$ cat src/design/assert_macros.svh
// Assertion helpers used by the RTL.
`ifndef ASSERT_MACROS_SVH
`define ASSERT_MACROS_SVH

// Same-cycle implication, checked at every rising edge outside reset.
`define ASSERT_SAME(name, clk, rst_n, ante, cons, msg) \
    name: assert property (@(posedge clk) disable iff (!rst_n) (ante) |-> (cons)) \
        else $error(msg);

// Next-cycle implication, checked at every rising edge outside reset.
`define ASSERT_NEXT(name, clk, rst_n, ante, cons, msg) \
    name: assert property (@(posedge clk) disable iff (!rst_n) (ante) |=> (cons)) \
        else $error(msg);

`endif

$ cat src/design/les_pkg.sv
`timescale 1ns / 1ps

package les_pkg;

    // Default number format: signed Q8.24
    localparam int LES_FRAC_BITS   = 24;
    localparam int LES_COORD_WIDTH = 32;

    // Register and field widths
    localparam int CFG_IDX_W  = 3;
    localparam int CFG_DATA_W = 31;
    localparam int PARAM_W    = 31;
    localparam int DT_W       = 25;
    localparam int IDX_W      = 16;
    localparam int COLOR_W    = 2;
    localparam int SEG_NUM_W  = 3;

    // Width of one multiplier slice
    localparam int MUL_CHUNK = 16;

    // Register reset values
    localparam logic [PARAM_W-1:0] RHO_RST    = 31'd469762048;
    localparam logic [PARAM_W-1:0] SIGMA_RST  = 31'd167772160;
    localparam logic [PARAM_W-1:0] BETA_RST   = 31'd44739243;
    localparam logic [DT_W-1:0]    DT_RST     = 25'd16777;
    localparam logic [IDX_W-1:0]   MARKER_RST = 16'd100;
    localparam logic [IDX_W-1:0]   SEGLEN_RST = 16'd10000;
    localparam logic [IDX_W-1:0]   RUNLEN_RST = 16'd50000;

    // Segment counter tops out here (two segments per color)
    localparam logic [SEG_NUM_W-1:0] SEG_NUM_MAX = 3'd5;

    // Color codes
    localparam logic [COLOR_W-1:0] COLOR_RED   = 2'd0;
    localparam logic [COLOR_W-1:0] COLOR_GREEN = 2'd1;
    localparam logic [COLOR_W-1:0] COLOR_BLUE  = 2'd2;

    // Register indexes
    typedef enum logic [CFG_IDX_W-1:0] {
        CFG_RHO,
        CFG_SIGMA,
        CFG_BETA,
        CFG_DT,
        CFG_MARKER,
        CFG_SEGLEN,
        CFG_RUNLEN
    } t_cfg_idx;

    // Multiply operations of one Euler step, in issue order
    typedef enum logic [2:0] {
        MOP_SIGMA_DX,
        MOP_X_RHO,
        MOP_X_Y,
        MOP_BETA_Z,
        MOP_DT_DX,
        MOP_DT_DY,
        MOP_DT_DZ
    } t_mop;

    // Controller states
    typedef enum logic [2:0] {
        S_IDLE,
        S_START,
        S_MUL,
        S_NORM,
        S_WB,
        S_DONE
    } t_state;

    // Controller to datapath
    typedef struct packed {
        logic take;
        logic mul_start;
        logic mul_step;
        logic norm;
        logic wb;
        logic commit;
        t_mop op;
    } t_cmd;

    // Datapath to controller
    typedef struct packed {
        logic mul_last;
        logic out_free;
    } t_sts;

    function automatic t_mop next_mop(input t_mop op);
        t_mop nxt;
        case (op)
            MOP_SIGMA_DX: nxt = MOP_X_RHO;
            MOP_X_RHO:    nxt = MOP_X_Y;
            MOP_X_Y:      nxt = MOP_BETA_Z;
            MOP_BETA_Z:   nxt = MOP_DT_DX;
            MOP_DT_DX:    nxt = MOP_DT_DY;
            MOP_DT_DY:    nxt = MOP_DT_DZ;
            default:      nxt = MOP_SIGMA_DX;
        endcase
        return nxt;
    endfunction

endpackage

$ cat src/design/les_ctrl.sv
`timescale 1ns / 1ps

module les_ctrl
    import les_pkg::*;
(
    input  logic i_clk,
    input  logic i_rst_n,
    input  logic i_in_valid,
    input  t_sts i_sts,
    output logic o_in_stall,
    output t_cmd o_cmd
);

    t_state r_state, n_state;
    t_mop   r_op, n_op;

    // state and operation registers
    always_ff @(posedge i_clk) begin
        if (!i_rst_n) begin
            r_state <= S_IDLE;
            r_op    <= MOP_SIGMA_DX;
        end else begin
            r_state <= n_state;
            r_op    <= n_op;
        end
    end

    // next state
    always_comb begin
        n_state = r_state;
        n_op    = r_op;
        case (r_state)
            S_IDLE: begin
                if (i_in_valid) begin
                    n_state = S_START;
                    n_op    = MOP_SIGMA_DX;
                end
            end
            S_START: n_state = S_MUL;
            S_MUL: begin
                if (i_sts.mul_last) begin
                    n_state = S_NORM;
                end
            end
            S_NORM: n_state = S_WB;
            S_WB: begin
                if (r_op == MOP_DT_DZ) begin
                    n_state = S_DONE;
                end else begin
                    n_state = S_START;
                    n_op    = next_mop(r_op);
                end
            end
            S_DONE: begin
                if (i_sts.out_free) begin
                    n_state = S_IDLE;
                end
            end
            default: n_state = S_IDLE;
        endcase
    end

    // command outputs
    always_comb begin
        o_cmd      = '0;
        o_cmd.op   = r_op;
        o_in_stall = 1'b1;
        case (r_state)
            S_IDLE: begin
                o_in_stall = 1'b0;
                o_cmd.take = i_in_valid;
            end
            S_START: o_cmd.mul_start = 1'b1;
            S_MUL:   o_cmd.mul_step  = 1'b1;
            S_NORM:  o_cmd.norm      = 1'b1;
            S_WB:    o_cmd.wb        = 1'b1;
            S_DONE:  o_cmd.commit    = i_sts.out_free;
            default: o_in_stall      = 1'b1;
        endcase
    end

endmodule

$ cat src/design/les_datapath.sv
`timescale 1ns / 1ps

module les_datapath
    import les_pkg::*;
#(
    parameter int FRAC_BITS   = LES_FRAC_BITS,
    parameter int COORD_WIDTH = LES_COORD_WIDTH
) (
    input  logic                          i_clk,
    input  logic                          i_rst_n,
    input  logic                          i_cfg_we,
    input  logic [CFG_IDX_W-1:0]          i_cfg_index,
    input  logic [CFG_DATA_W-1:0]         i_cfg_data,
    input  logic                          i_restart,
    input  t_cmd                          i_cmd,
    output t_sts                          o_sts,
    input  logic                          i_out_stall,
    output logic                          o_out_valid,
    output logic signed [COORD_WIDTH-1:0] o_pos_x,
    output logic signed [COORD_WIDTH-1:0] o_pos_y,
    output logic signed [COORD_WIDTH-1:0] o_pos_z,
    output logic [IDX_W-1:0]              o_step_index,
    output logic [COLOR_W-1:0]            o_color_code,
    output logic                          o_marker_hit,
    output logic                          o_last_of_run,
    output logic                          o_overflow_flag
);

    localparam int CW    = COORD_WIDTH;
    // operand magnitude: coordinate or 31-bit register, whichever is wider
    localparam int OP_W  = (COORD_WIDTH > PARAM_W) ? COORD_WIDTH : PARAM_W;
    localparam int XW    = OP_W + 2;
    localparam int NCH   = (OP_W + MUL_CHUNK - 1) / MUL_CHUNK;
    localparam int BW    = NCH * MUL_CHUNK;
    localparam int PW    = OP_W + BW;
    localparam int QW    = PW - FRAC_BITS;
    localparam int CNT_W = (NCH > 1) ? $clog2(NCH) : 1;

    localparam logic signed [XW-1:0] CMAX_X = {{(XW-CW+1){1'b0}}, {(CW-1){1'b1}}};
    localparam logic signed [XW-1:0] CMIN_X = ~CMAX_X;
    localparam logic [QW-1:0] LIM_POS = {{(QW-CW+1){1'b0}}, {(CW-1){1'b1}}};
    localparam logic [QW-1:0] LIM_NEG = LIM_POS + QW'(1);
    localparam logic [CW-1:0] ONE_C   = {{(CW-1){1'b0}}, 1'b1} << FRAC_BITS;

    // sign-extend a coordinate to the working width
    function automatic logic signed [XW-1:0] sx(input logic signed [CW-1:0] v);
        return XW'(v);
    endfunction

    // clamp to coordinate range; MSB of the result is the clamp flag
    function automatic logic [CW:0] sat_c(input logic signed [XW-1:0] v);
        if (v > CMAX_X) begin
            return {1'b1, CMAX_X[CW-1:0]};
        end else if (v < CMIN_X) begin
            return {1'b1, CMIN_X[CW-1:0]};
        end else begin
            return {1'b0, v[CW-1:0]};
        end
    endfunction

    function automatic logic [OP_W-1:0] mag(input logic signed [XW-1:0] v);
        logic [XW-1:0] t;
        t = v[XW-1] ? -v : v;
        return t[OP_W-1:0];
    endfunction

    // configuration registers
    logic [PARAM_W-1:0] r_rho, r_sigma, r_beta;
    logic [DT_W-1:0]    r_dt;
    logic [IDX_W-1:0]   r_marker, r_seglen, r_runlen;

    // point, derivatives, new point
    logic [CW-1:0] r_x, r_y, r_z;
    logic [CW-1:0] r_dx, r_dy, r_dz;
    logic [CW-1:0] r_nx, r_ny, r_nz;
    logic [CW-1:0] r_prod;
    logic          r_sat;

    // counters
    logic [IDX_W-1:0]     r_step, r_segcnt;
    logic [SEG_NUM_W-1:0] r_segnum;

    // multiplier
    logic [OP_W-1:0]  r_ma;
    logic [BW-1:0]    r_mb;
    logic [PW-1:0]    r_acc;
    logic             r_mneg;
    logic [CNT_W-1:0] r_mcnt;

    // output word
    logic                 r_out_valid;
    logic [CW-1:0]        r_pos_x, r_pos_y, r_pos_z;
    logic [IDX_W-1:0]     r_out_idx;
    logic [COLOR_W-1:0]   r_out_color;
    logic                 r_out_marker, r_out_last, r_out_ovf;

    logic [CW:0]                 w_sub_yx, w_sub_rz, w_wb;
    logic signed [XW-1:0]        w_opa, w_opb;
    logic                        w_opflag;
    logic [OP_W+MUL_CHUNK-1:0]   w_pp;
    logic [QW-1:0]               w_q, w_lim, w_qs;
    logic                        w_qsat;
    logic [CW-1:0]               w_prod;
    logic [IDX_W:0]              w_idx1;
    logic                        w_last;
    logic [IDX_W-1:0]            w_seg1;
    logic [COLOR_W-1:0]          w_color;

    // configuration writes
    always_ff @(posedge i_clk) begin
        if (!i_rst_n) begin
            r_rho    <= RHO_RST;
            r_sigma  <= SIGMA_RST;
            r_beta   <= BETA_RST;
            r_dt     <= DT_RST;
            r_marker <= MARKER_RST;
            r_seglen <= SEGLEN_RST;
            r_runlen <= RUNLEN_RST;
        end else if (i_cfg_we) begin
            case (i_cfg_index)
                CFG_RHO:    r_rho    <= i_cfg_data[PARAM_W-1:0];
                CFG_SIGMA:  r_sigma  <= i_cfg_data[PARAM_W-1:0];
                CFG_BETA:   r_beta   <= i_cfg_data[PARAM_W-1:0];
                CFG_DT:     r_dt     <= i_cfg_data[DT_W-1:0];
                CFG_MARKER: r_marker <= i_cfg_data[IDX_W-1:0];
                CFG_SEGLEN: r_seglen <= i_cfg_data[IDX_W-1:0];
                CFG_RUNLEN: r_runlen <= i_cfg_data[IDX_W-1:0];
                default:    r_rho    <= r_rho;
            endcase
        end
    end

    // operand select for the current multiply
    always_comb begin
        w_sub_yx = sat_c(sx(r_y) - sx(r_x));
        w_sub_rz = sat_c($signed({{(XW-PARAM_W){1'b0}}, r_rho}) - sx(r_z));
        w_opflag = 1'b0;
        case (i_cmd.op)
            MOP_SIGMA_DX: begin
                w_opa    = $signed({{(XW-PARAM_W){1'b0}}, r_sigma});
                w_opb    = sx(w_sub_yx[CW-1:0]);
                w_opflag = w_sub_yx[CW];
            end
            MOP_X_RHO: begin
                w_opa    = sx(r_x);
                w_opb    = sx(w_sub_rz[CW-1:0]);
                w_opflag = w_sub_rz[CW];
            end
            MOP_X_Y: begin
                w_opa = sx(r_x);
                w_opb = sx(r_y);
            end
            MOP_BETA_Z: begin
                w_opa = $signed({{(XW-PARAM_W){1'b0}}, r_beta});
                w_opb = sx(r_z);
            end
            MOP_DT_DX: begin
                w_opa = $signed({{(XW-DT_W){1'b0}}, r_dt});
                w_opb = sx(r_dx);
            end
            MOP_DT_DY: begin
                w_opa = $signed({{(XW-DT_W){1'b0}}, r_dt});
                w_opb = sx(r_dy);
            end
            MOP_DT_DZ: begin
                w_opa = $signed({{(XW-DT_W){1'b0}}, r_dt});
                w_opb = sx(r_dz);
            end
            default: begin
                w_opa = '0;
                w_opb = '0;
            end
        endcase
    end

    // shift-and-add multiplier, one slice of B per cycle, top slice first
    assign w_pp = r_ma * r_mb[BW-1 -: MUL_CHUNK];

    always_ff @(posedge i_clk) begin
        if (i_cmd.mul_start) begin
            r_ma   <= mag(w_opa);
            r_mb   <= BW'(mag(w_opb));
            r_acc  <= '0;
            r_mneg <= w_opa[XW-1] ^ w_opb[XW-1];
            r_mcnt <= CNT_W'(NCH - 1);
        end else if (i_cmd.mul_step) begin
            r_acc  <= (r_acc << MUL_CHUNK) + {{(BW-MUL_CHUNK){1'b0}}, w_pp};
            r_mb   <= r_mb << MUL_CHUNK;
            r_mcnt <= r_mcnt - CNT_W'(1);
        end
    end

    // drop fraction bits, clamp magnitude, apply sign
    always_comb begin
        w_q    = r_acc[PW-1:FRAC_BITS];
        w_lim  = r_mneg ? LIM_NEG : LIM_POS;
        w_qsat = (w_q > w_lim);
        w_qs   = w_qsat ? w_lim : w_q;
        w_prod = r_mneg ? (CW'(0) - w_qs[CW-1:0]) : w_qs[CW-1:0];
    end

    // add/subtract that follows a product (sigma*dx and x*y pass through)
    always_comb begin
        case (i_cmd.op)
            MOP_X_RHO:  w_wb = sat_c(sx(r_prod) - sx(r_y));
            MOP_BETA_Z: w_wb = sat_c(sx(r_dz) - sx(r_prod));
            MOP_DT_DX:  w_wb = sat_c(sx(r_x) + sx(r_prod));
            MOP_DT_DY:  w_wb = sat_c(sx(r_y) + sx(r_prod));
            MOP_DT_DZ:  w_wb = sat_c(sx(r_z) + sx(r_prod));
            default:    w_wb = {1'b0, r_prod};
        endcase
    end

    // product, derivative and new-point registers
    always_ff @(posedge i_clk) begin
        if (i_cmd.norm) begin
            r_prod <= w_prod;
        end
        if (i_cmd.wb) begin
            case (i_cmd.op)
                MOP_SIGMA_DX: r_dx <= r_prod;
                MOP_X_RHO:    r_dy <= w_wb[CW-1:0];
                MOP_X_Y:      r_dz <= r_prod;
                MOP_BETA_Z:   r_dz <= w_wb[CW-1:0];
                MOP_DT_DX:    r_nx <= w_wb[CW-1:0];
                MOP_DT_DY:    r_ny <= w_wb[CW-1:0];
                MOP_DT_DZ:    r_nz <= w_wb[CW-1:0];
                default:      r_dx <= r_dx;
            endcase
        end
    end

    // overflow tracking over one step
    always_ff @(posedge i_clk) begin
        if (!i_rst_n) begin
            r_sat <= 1'b0;
        end else if (i_cmd.take) begin
            r_sat <= 1'b0;
        end else if (i_cmd.mul_start) begin
            r_sat <= r_sat | w_opflag;
        end else if (i_cmd.norm) begin
            r_sat <= r_sat | w_qsat;
        end else if (i_cmd.wb) begin
            r_sat <= r_sat | w_wb[CW];
        end
    end

    // run and segment bookkeeping
    always_comb begin
        w_idx1  = {1'b0, r_step} + (IDX_W + 1)'(1);
        w_last  = (w_idx1 >= {1'b0, r_runlen});
        w_seg1  = r_segcnt + IDX_W'(1);
        w_color = (r_segnum[SEG_NUM_W-1:1] > COLOR_BLUE) ? COLOR_BLUE
                                                        : r_segnum[SEG_NUM_W-1:1];
    end

    // point and counters
    always_ff @(posedge i_clk) begin
        if (!i_rst_n || (i_cmd.take && i_restart) || (i_cmd.commit && w_last)) begin
            r_x      <= ONE_C;
            r_y      <= ONE_C;
            r_z      <= ONE_C;
            r_step   <= '0;
            r_segcnt <= '0;
            r_segnum <= '0;
        end else if (i_cmd.commit) begin
            r_x    <= r_nx;
            r_y    <= r_ny;
            r_z    <= r_nz;
            r_step <= w_idx1[IDX_W-1:0];
            if (w_seg1 >= r_seglen) begin
                r_segcnt <= '0;
                if (r_segnum < SEG_NUM_MAX) begin
                    r_segnum <= r_segnum + SEG_NUM_W'(1);
                end
            end else begin
                r_segcnt <= w_seg1;
            end
        end
    end

    // output word valid
    always_ff @(posedge i_clk) begin
        if (!i_rst_n) begin
            r_out_valid <= 1'b0;
        end else if (i_cmd.commit) begin
            r_out_valid <= 1'b1;
        end else if (!i_out_stall) begin
            r_out_valid <= 1'b0;
        end
    end

    // output word payload
    always_ff @(posedge i_clk) begin
        if (i_cmd.commit) begin
            r_pos_x      <= r_nx;
            r_pos_y      <= r_ny;
            r_pos_z      <= r_nz;
            r_out_idx    <= r_step;
            r_out_color  <= w_color;
            r_out_marker <= (r_step == r_marker);
            r_out_last   <= w_last;
            r_out_ovf    <= r_sat;
        end
    end

    assign o_sts.mul_last = (r_mcnt == '0);
    assign o_sts.out_free = !r_out_valid || !i_out_stall;

    assign o_out_valid     = r_out_valid;
    assign o_pos_x         = r_pos_x;
    assign o_pos_y         = r_pos_y;
    assign o_pos_z         = r_pos_z;
    assign o_step_index    = r_out_idx;
    assign o_color_code    = r_out_color;
    assign o_marker_hit    = r_out_marker;
    assign o_last_of_run   = r_out_last;
    assign o_overflow_flag = r_out_ovf;

endmodule

$ cat src/design/lorenz_euler_stepper.sv
// Channel   Handshake                     Payload
// config    i_cfg_we                      i_cfg_index, i_cfg_data
// input     i_in_valid / o_in_stall       i_restart
// output    o_out_valid / i_out_stall     o_pos_x/y/z, o_step_index, o_color_code,
//                                         o_marker_hit, o_last_of_run, o_overflow_flag
//
// The seven products of a step share one multiplier that consumes a 16-bit slice of its
// second operand per cycle; NCH = ceil(max(COORD_WIDTH, 31) / 16) slices per product.
// Synchronous active-low reset; point returns to (1,1,1), registers to defaults.
// Input is stalled while a word is in work; a finished word waits in the output
// register, and the next input is taken meanwhile.
`timescale 1ns / 1ps
`include "assert_macros.svh"

module lorenz_euler_stepper
    import les_pkg::*;
#(
    parameter int FRAC_BITS   = LES_FRAC_BITS,
    parameter int COORD_WIDTH = LES_COORD_WIDTH
) (
    input  logic                          i_clk,
    input  logic                          i_rst_n,
    input  logic                          i_cfg_we,
    input  logic [CFG_IDX_W-1:0]          i_cfg_index,
    input  logic [CFG_DATA_W-1:0]         i_cfg_data,
    input  logic                          i_in_valid,
    output logic                          o_in_stall,
    input  logic                          i_restart,
    output logic                          o_out_valid,
    input  logic                          i_out_stall,
    output logic signed [COORD_WIDTH-1:0] o_pos_x,
    output logic signed [COORD_WIDTH-1:0] o_pos_y,
    output logic signed [COORD_WIDTH-1:0] o_pos_z,
    output logic [IDX_W-1:0]              o_step_index,
    output logic [COLOR_W-1:0]            o_color_code,
    output logic                          o_marker_hit,
    output logic                          o_last_of_run,
    output logic                          o_overflow_flag
);

    t_cmd w_cmd;
    t_sts w_sts;

    // sequencer
    les_ctrl u_ctrl (
        .i_clk      (i_clk),
        .i_rst_n    (i_rst_n),
        .i_in_valid (i_in_valid),
        .i_sts      (w_sts),
        .o_in_stall (o_in_stall),
        .o_cmd      (w_cmd)
    );

    // arithmetic, state and output register
    les_datapath #(
        .FRAC_BITS   (FRAC_BITS),
        .COORD_WIDTH (COORD_WIDTH)
    ) u_datapath (
        .i_clk           (i_clk),
        .i_rst_n         (i_rst_n),
        .i_cfg_we        (i_cfg_we),
        .i_cfg_index     (i_cfg_index),
        .i_cfg_data      (i_cfg_data),
        .i_restart       (i_restart),
        .i_cmd           (w_cmd),
        .o_sts           (w_sts),
        .i_out_stall     (i_out_stall),
        .o_out_valid     (o_out_valid),
        .o_pos_x         (o_pos_x),
        .o_pos_y         (o_pos_y),
        .o_pos_z         (o_pos_z),
        .o_step_index    (o_step_index),
        .o_color_code    (o_color_code),
        .o_marker_hit    (o_marker_hit),
        .o_last_of_run   (o_last_of_run),
        .o_overflow_flag (o_overflow_flag)
    );

    // an accepted word keeps the input stalled next cycle
    `ASSERT_NEXT(a_busy_after_take, i_clk, i_rst_n, i_in_valid && !o_in_stall, o_in_stall, "input not stalled after accept")

    // a finished word never overwrites one still held at the output
    `ASSERT_SAME(a_commit_free, i_clk, i_rst_n, w_cmd.commit, !o_out_valid || !i_out_stall, "output word overwritten")

    // a finished word shows up as valid output
    `ASSERT_NEXT(a_commit_valid, i_clk, i_rst_n, w_cmd.commit, o_out_valid, "committed word not presented")

endmodule
$ cat config.mk
export PLATFORM = sky130hd
export DESIGN_NAME = lorenz_euler_stepper
export DESIGN_NICKNAME = d
export VERILOG_FILES = /design/src/design/les_pkg.sv /design/src/design/les_ctrl.sv /design/src/design/les_datapath.sv /design/src/design/lorenz_euler_stepper.sv
export VERILOG_INCLUDE_DIRS = /design/src /design/src/design
export SDC_FILE = /design/constraint.sdc
export NUM_CORES = 2
export LEC_CHECK = 0
export BUFFER_PORTS_ARGS = -buffer_cell sky130_fd_sc_hd__buf_2
export CAP_MARGIN = 15
export CORE_MARGIN = 8
export CORE_UTILIZATION = 50
export CTS_CLUSTER_SIZE = 24
export DETAILED_ROUTE_END_ITERATION = 8
export GPL_ROUTABILITY_DRIVEN = 0
export PLACE_DENSITY_LB_ADDON = 0.3
export REMOVE_ABC_BUFFERS = 1
export SYNTH_ARGS = -nofsm -noshare
export SYNTH_HDL_FRONTEND = slang
export SYNTH_HIERARCHICAL = 1
export SYNTH_SLANG_ARGS = --single-unit
$ cat constraint.sdc
create_clock -name i_clk -period 7.7 [get_ports i_clk]
set_input_delay 1.155 -clock i_clk [delete_from_list [all_inputs] [get_ports i_clk]]
set_output_delay 1.155 -clock i_clk [all_outputs]
set_load 0.01 [all_outputs]
==> results.yml <==
synthesis:
  ys_types: 110
  yosysWarnings: 6
  syn-mean-instance-area_sq_um: 9.01
  async_flop_share: 0
  synth.area.top_cells: "edfxtp_1, fa_1, dfxtp_1"
  ys_seq_area_frac: 0.305
  yosysTopAreaCell: "edfxtp_1"
  syn_inst: 7125
  synth_top_area_share: 0.190
  netlist_area_sq_mm: 0.0642
  synth-edff-count: 406
  synthFlopType: "edfxtp_1"
  synth_seq_cells: 776
clocking:
  root_buffer: "clkbuf_16"
  clk-insertion-delay-late_ns: 0.70
  htreeDepth: 3
  postCtsHoldBufs: 0
  cts_max_path_buffers: 3
  cts_tree: "yes"
  clkTransAtPathRegs_ns: 0.05
  cts_sinks: 776
  numCtsBuffers: 87
detailed_routing:
  wirelength_um: 213000
  ant_nets: 0
  viasPerCell: 6.14
  wl_per_cell_um: 23.8
  vias: 54900
  drc: 0
  drtPass1Iterations: 7
  drt-initial-drc-count: 5848
floorplanning:
  initial_core_util: 0.503
  fp.dieH_um: 374
  die_w_um: 374
  ios: 159
  die-area_sq_mm: 0.140
  core_sq_mm: 0.128
  num_rows: 131
global_routing:
  use_met3: 0.0681
  grt_first_pass_wirelength_um: 323000
  grt_max_degree: 146
  gr-usage-met2: 0.470
  grt_usage: 0.294
  grt.busiest_layer: "met2"
  antenna_found_initial: 14
  grt_pass1_vias: 54500
  grt-ovfl-total: 0
  grtUsageMet1: 0.364
setup_path:
  arrival_ns: 8.00
  crit_type: "reg2reg"
  crit_fanout: 9
  crit_buf_inv: 4
  critPathCaptureType: "flip-flop"
  cp_slowest_cell: "fa_1"
  critical_path.max_stage_delay_ns: 0.56
  cp_cell_sequence: "buf_4, and2_1, fa_1, inv_1, fa_1, fa_1, fa_1, fa_1, fa_1, inv_1, ha_1, nand4_1, nor2_1, and3_1, a32oi_1, a21oi_2, o31ai_2, a21oi_2, a41oi_2, a211oi_1, buf_4, o2111ai_1, xnor2_1, a22o_1"
  crit_path_frequent_cell: "fa_1"
  cp-start-kind: "flip-flop"
  crit-reg2reg-launch: "u_datapath/r_ma[9]$_DFFE_PP_"
  r2r_setup_slack_ns: 0.27
  timing.rr.end: "u_datapath/r_acc[56]$_SDFFE_PP0P_"
  required_ns: 8.27
  crit_family: "adder cells"
  r2r_cells: 24
timing:
  timing_hold_violations_final: 0
  holdWs_ns: 0.454
  max-slew-margin-rel: 0.154
  skew_ns: 0.0336
  fin_crit_ns: 7.43
  slew_viol_final: 0
  finalCritPeriodShare: 0.965
  tightest_slew_ns: 1.26
  final-setup-viol-count: 0
  clock.fmax_mhz: 135
run_status:
  status: "complete, no violations"
cells_and_area:
  fill_cells: 11300
  area_delta_synth_final_pct: 9.44
  regMostFlops: "u_datapath/r_acc"
  largest_register_ffs: 64
  final_nets: 8124
  layout-drive-gt1-share: 0.0802
min_path:
  hold_depth: 2
  hold_class: "reg2reg"
  min_from: "u_datapath/r_acc[59]$_SDFFE_PP0P_"
  hold_end: "u_datapath/r_acc[59]$_SDFFE_PP0P_"
placed_design:
  io_buffers: 158
  hpwlAfterDp_um: 160000
run:
  max_cap_viol_count: 0
[worst max-delay path by stage]
stage / startpoint / cells past startpoint / endpoint
after detailed placement: u_datapath/r_ma[13]$_DFFE_PP_ / 24 / u_datapath/r_acc[63]$_SDFFE_PP0P_
after floorplan: i_out_stall / 6 / u_datapath/r_segcnt[0]$_SDFFE_PP0P_
after CTS: u_datapath/r_ma[14]$_DFFE_PP_ / 25 / u_datapath/r_acc[52]$_SDFFE_PP0P_
final: u_datapath/r_ma[9]$_DFFE_PP_ / 24 / u_datapath/r_acc[56]$_SDFFE_PP0P_
after global placement: u_datapath/r_ma[13]$_DFFE_PP_ / 26 / u_datapath/r_acc[48]$_SDFFE_PP0P_
after global routing: u_datapath/r_ma[9]$_DFFE_PP_ / 24 / u_datapath/r_acc[52]$_SDFFE_PP0P_
[cell usage after synthesis, types with 22 or more instances]
| cell | number |
|---|---|
| inv_1 | 779 |
| nor2_1 | 499 |
| fa_1 | 457 |
| mux2_2 | 22 |
| nand4_1 | 47 |
| a21o_1 | 150 |
| xor2_1 | 120 |
| clkbuf_1 | 292 |
| nor3_1 | 74 |
| o31ai_1 | 42 |
| a21boi_0 | 139 |
| a22oi_1 | 29 |
| a211oi_1 | 46 |
| ha_1 | 429 |
| nor2b_1 | 52 |
| o211ai_1 | 51 |
| and2_1 | 205 |
| o21a_1 | 52 |
| a21oi_1 | 379 |
| a221oi_1 | 30 |
| o22ai_1 | 32 |
| mux2i_1 | 185 |
| a31oi_1 | 52 |
| xnor2_1 | 215 |
| o21ai_0 | 271 |
| o21bai_1 | 42 |
| or3_1 | 27 |
| nand2b_1 | 53 |
| dfxtp_1 | 370 |
| and3_1 | 59 |
| nand3_1 | 119 |
| edfxtp_1 | 406 |
| buf_1 | 26 |
| o221ai_1 | 26 |
| nand2_1 | 991 |
[routing by layer]
layer	share of wire	vias up	wire length, um
met1	0.38	26600	80700
met5	0.00025	-	53
met4	0.070	8	15000
li1	-	24500	-
met3	0.10	790	21900
met2	0.45	2968	95600
[stage by stage]
step	instance area, sq um	instances	util	TNS [ns]	worst slack (ns)
after global placement	67100	8757	0.526	0	0.168
final	70300	8940	0.551	0	0.270
after global routing	70200	8935	0.551	-0.148	-0.0513
after detailed placement	67100	8757	0.526	0	0.0961
after floorplan	62900	6788	-	-2708.22	-13.80
after CTS	70100	8918	0.549	0	0.0694
[layout make-up]
class                           count  area [sq um]  share of cell area
Clock buffer                      118          2540              0.0362
Sequential cell                   776         19600               0.279
Clock inverter                     43           409             0.00582
Multi-Input combinational cell   5232         40500               0.577
Inverter                          780          2930              0.0417
Tap cell                         1662          2080              0.0296
Timing Repair Buffer              321          2160              0.0307
Antenna cell                        8          20.0            0.000285
[worst reg2reg max path, cell delays in order, from the launching register on]
cell,delay [ns]
edfxtp_1,0.53
buf_4,0.25
and2_1,0.17
fa_1,0.54
inv_1,0.05
fa_1,0.51
fa_1,0.53
fa_1,0.52
fa_1,0.56
fa_1,0.56
inv_1,0.04
ha_1,0.40
nand4_1,0.21
nor2_1,0.24
and3_1,0.22
a32oi_1,0.14
a21oi_2,0.33
o31ai_2,0.12
a21oi_2,0.25
a41oi_2,0.20
a211oi_1,0.25
buf_4,0.18
o2111ai_1,0.15
xnor2_1,0.16
a22o_1,0.20
[repair_timing]
action / CTS / global route
gates resized for setup: 0 / 13
buffers inserted: 0 / 14
endpoints found under the setup margin: 0 / 18
[cells by family after synthesis]
kind of cell / share of synthesized area
xor+xnor: 0.0460
simple gates: 0.159
mux: 0.0327
compound gates: 0.165
buf+inv: 0.0660
fa+ha+maj: 0.226
flops: 0.305
[layout by cell type (no fill, tap or decap), drive strengths merged, types with 31 or more instances in the layout]
master,count
and2,206
xnor2,216
dfxtp,370
nand4,48
a21oi,381
edfxtp,406
buf,321
o21a,53
clkbuf,118
nand3,120
ha,429
o21ai,278
a21o,150
a211oi,47
o31ai,43
mux2i,185
nand2,991
nand2b,53
nor2b,52
and3,59
nor2,500
xor2,120
a221oi,31
a21boi,143
o211ai,52
o21bai,42
a31oi,54
o22ai,32
inv,791
nor3,75
fa,457
Power is not shown: default switching activity piles up to over one toggle a cycle in this logic, so the estimate is an artifact.
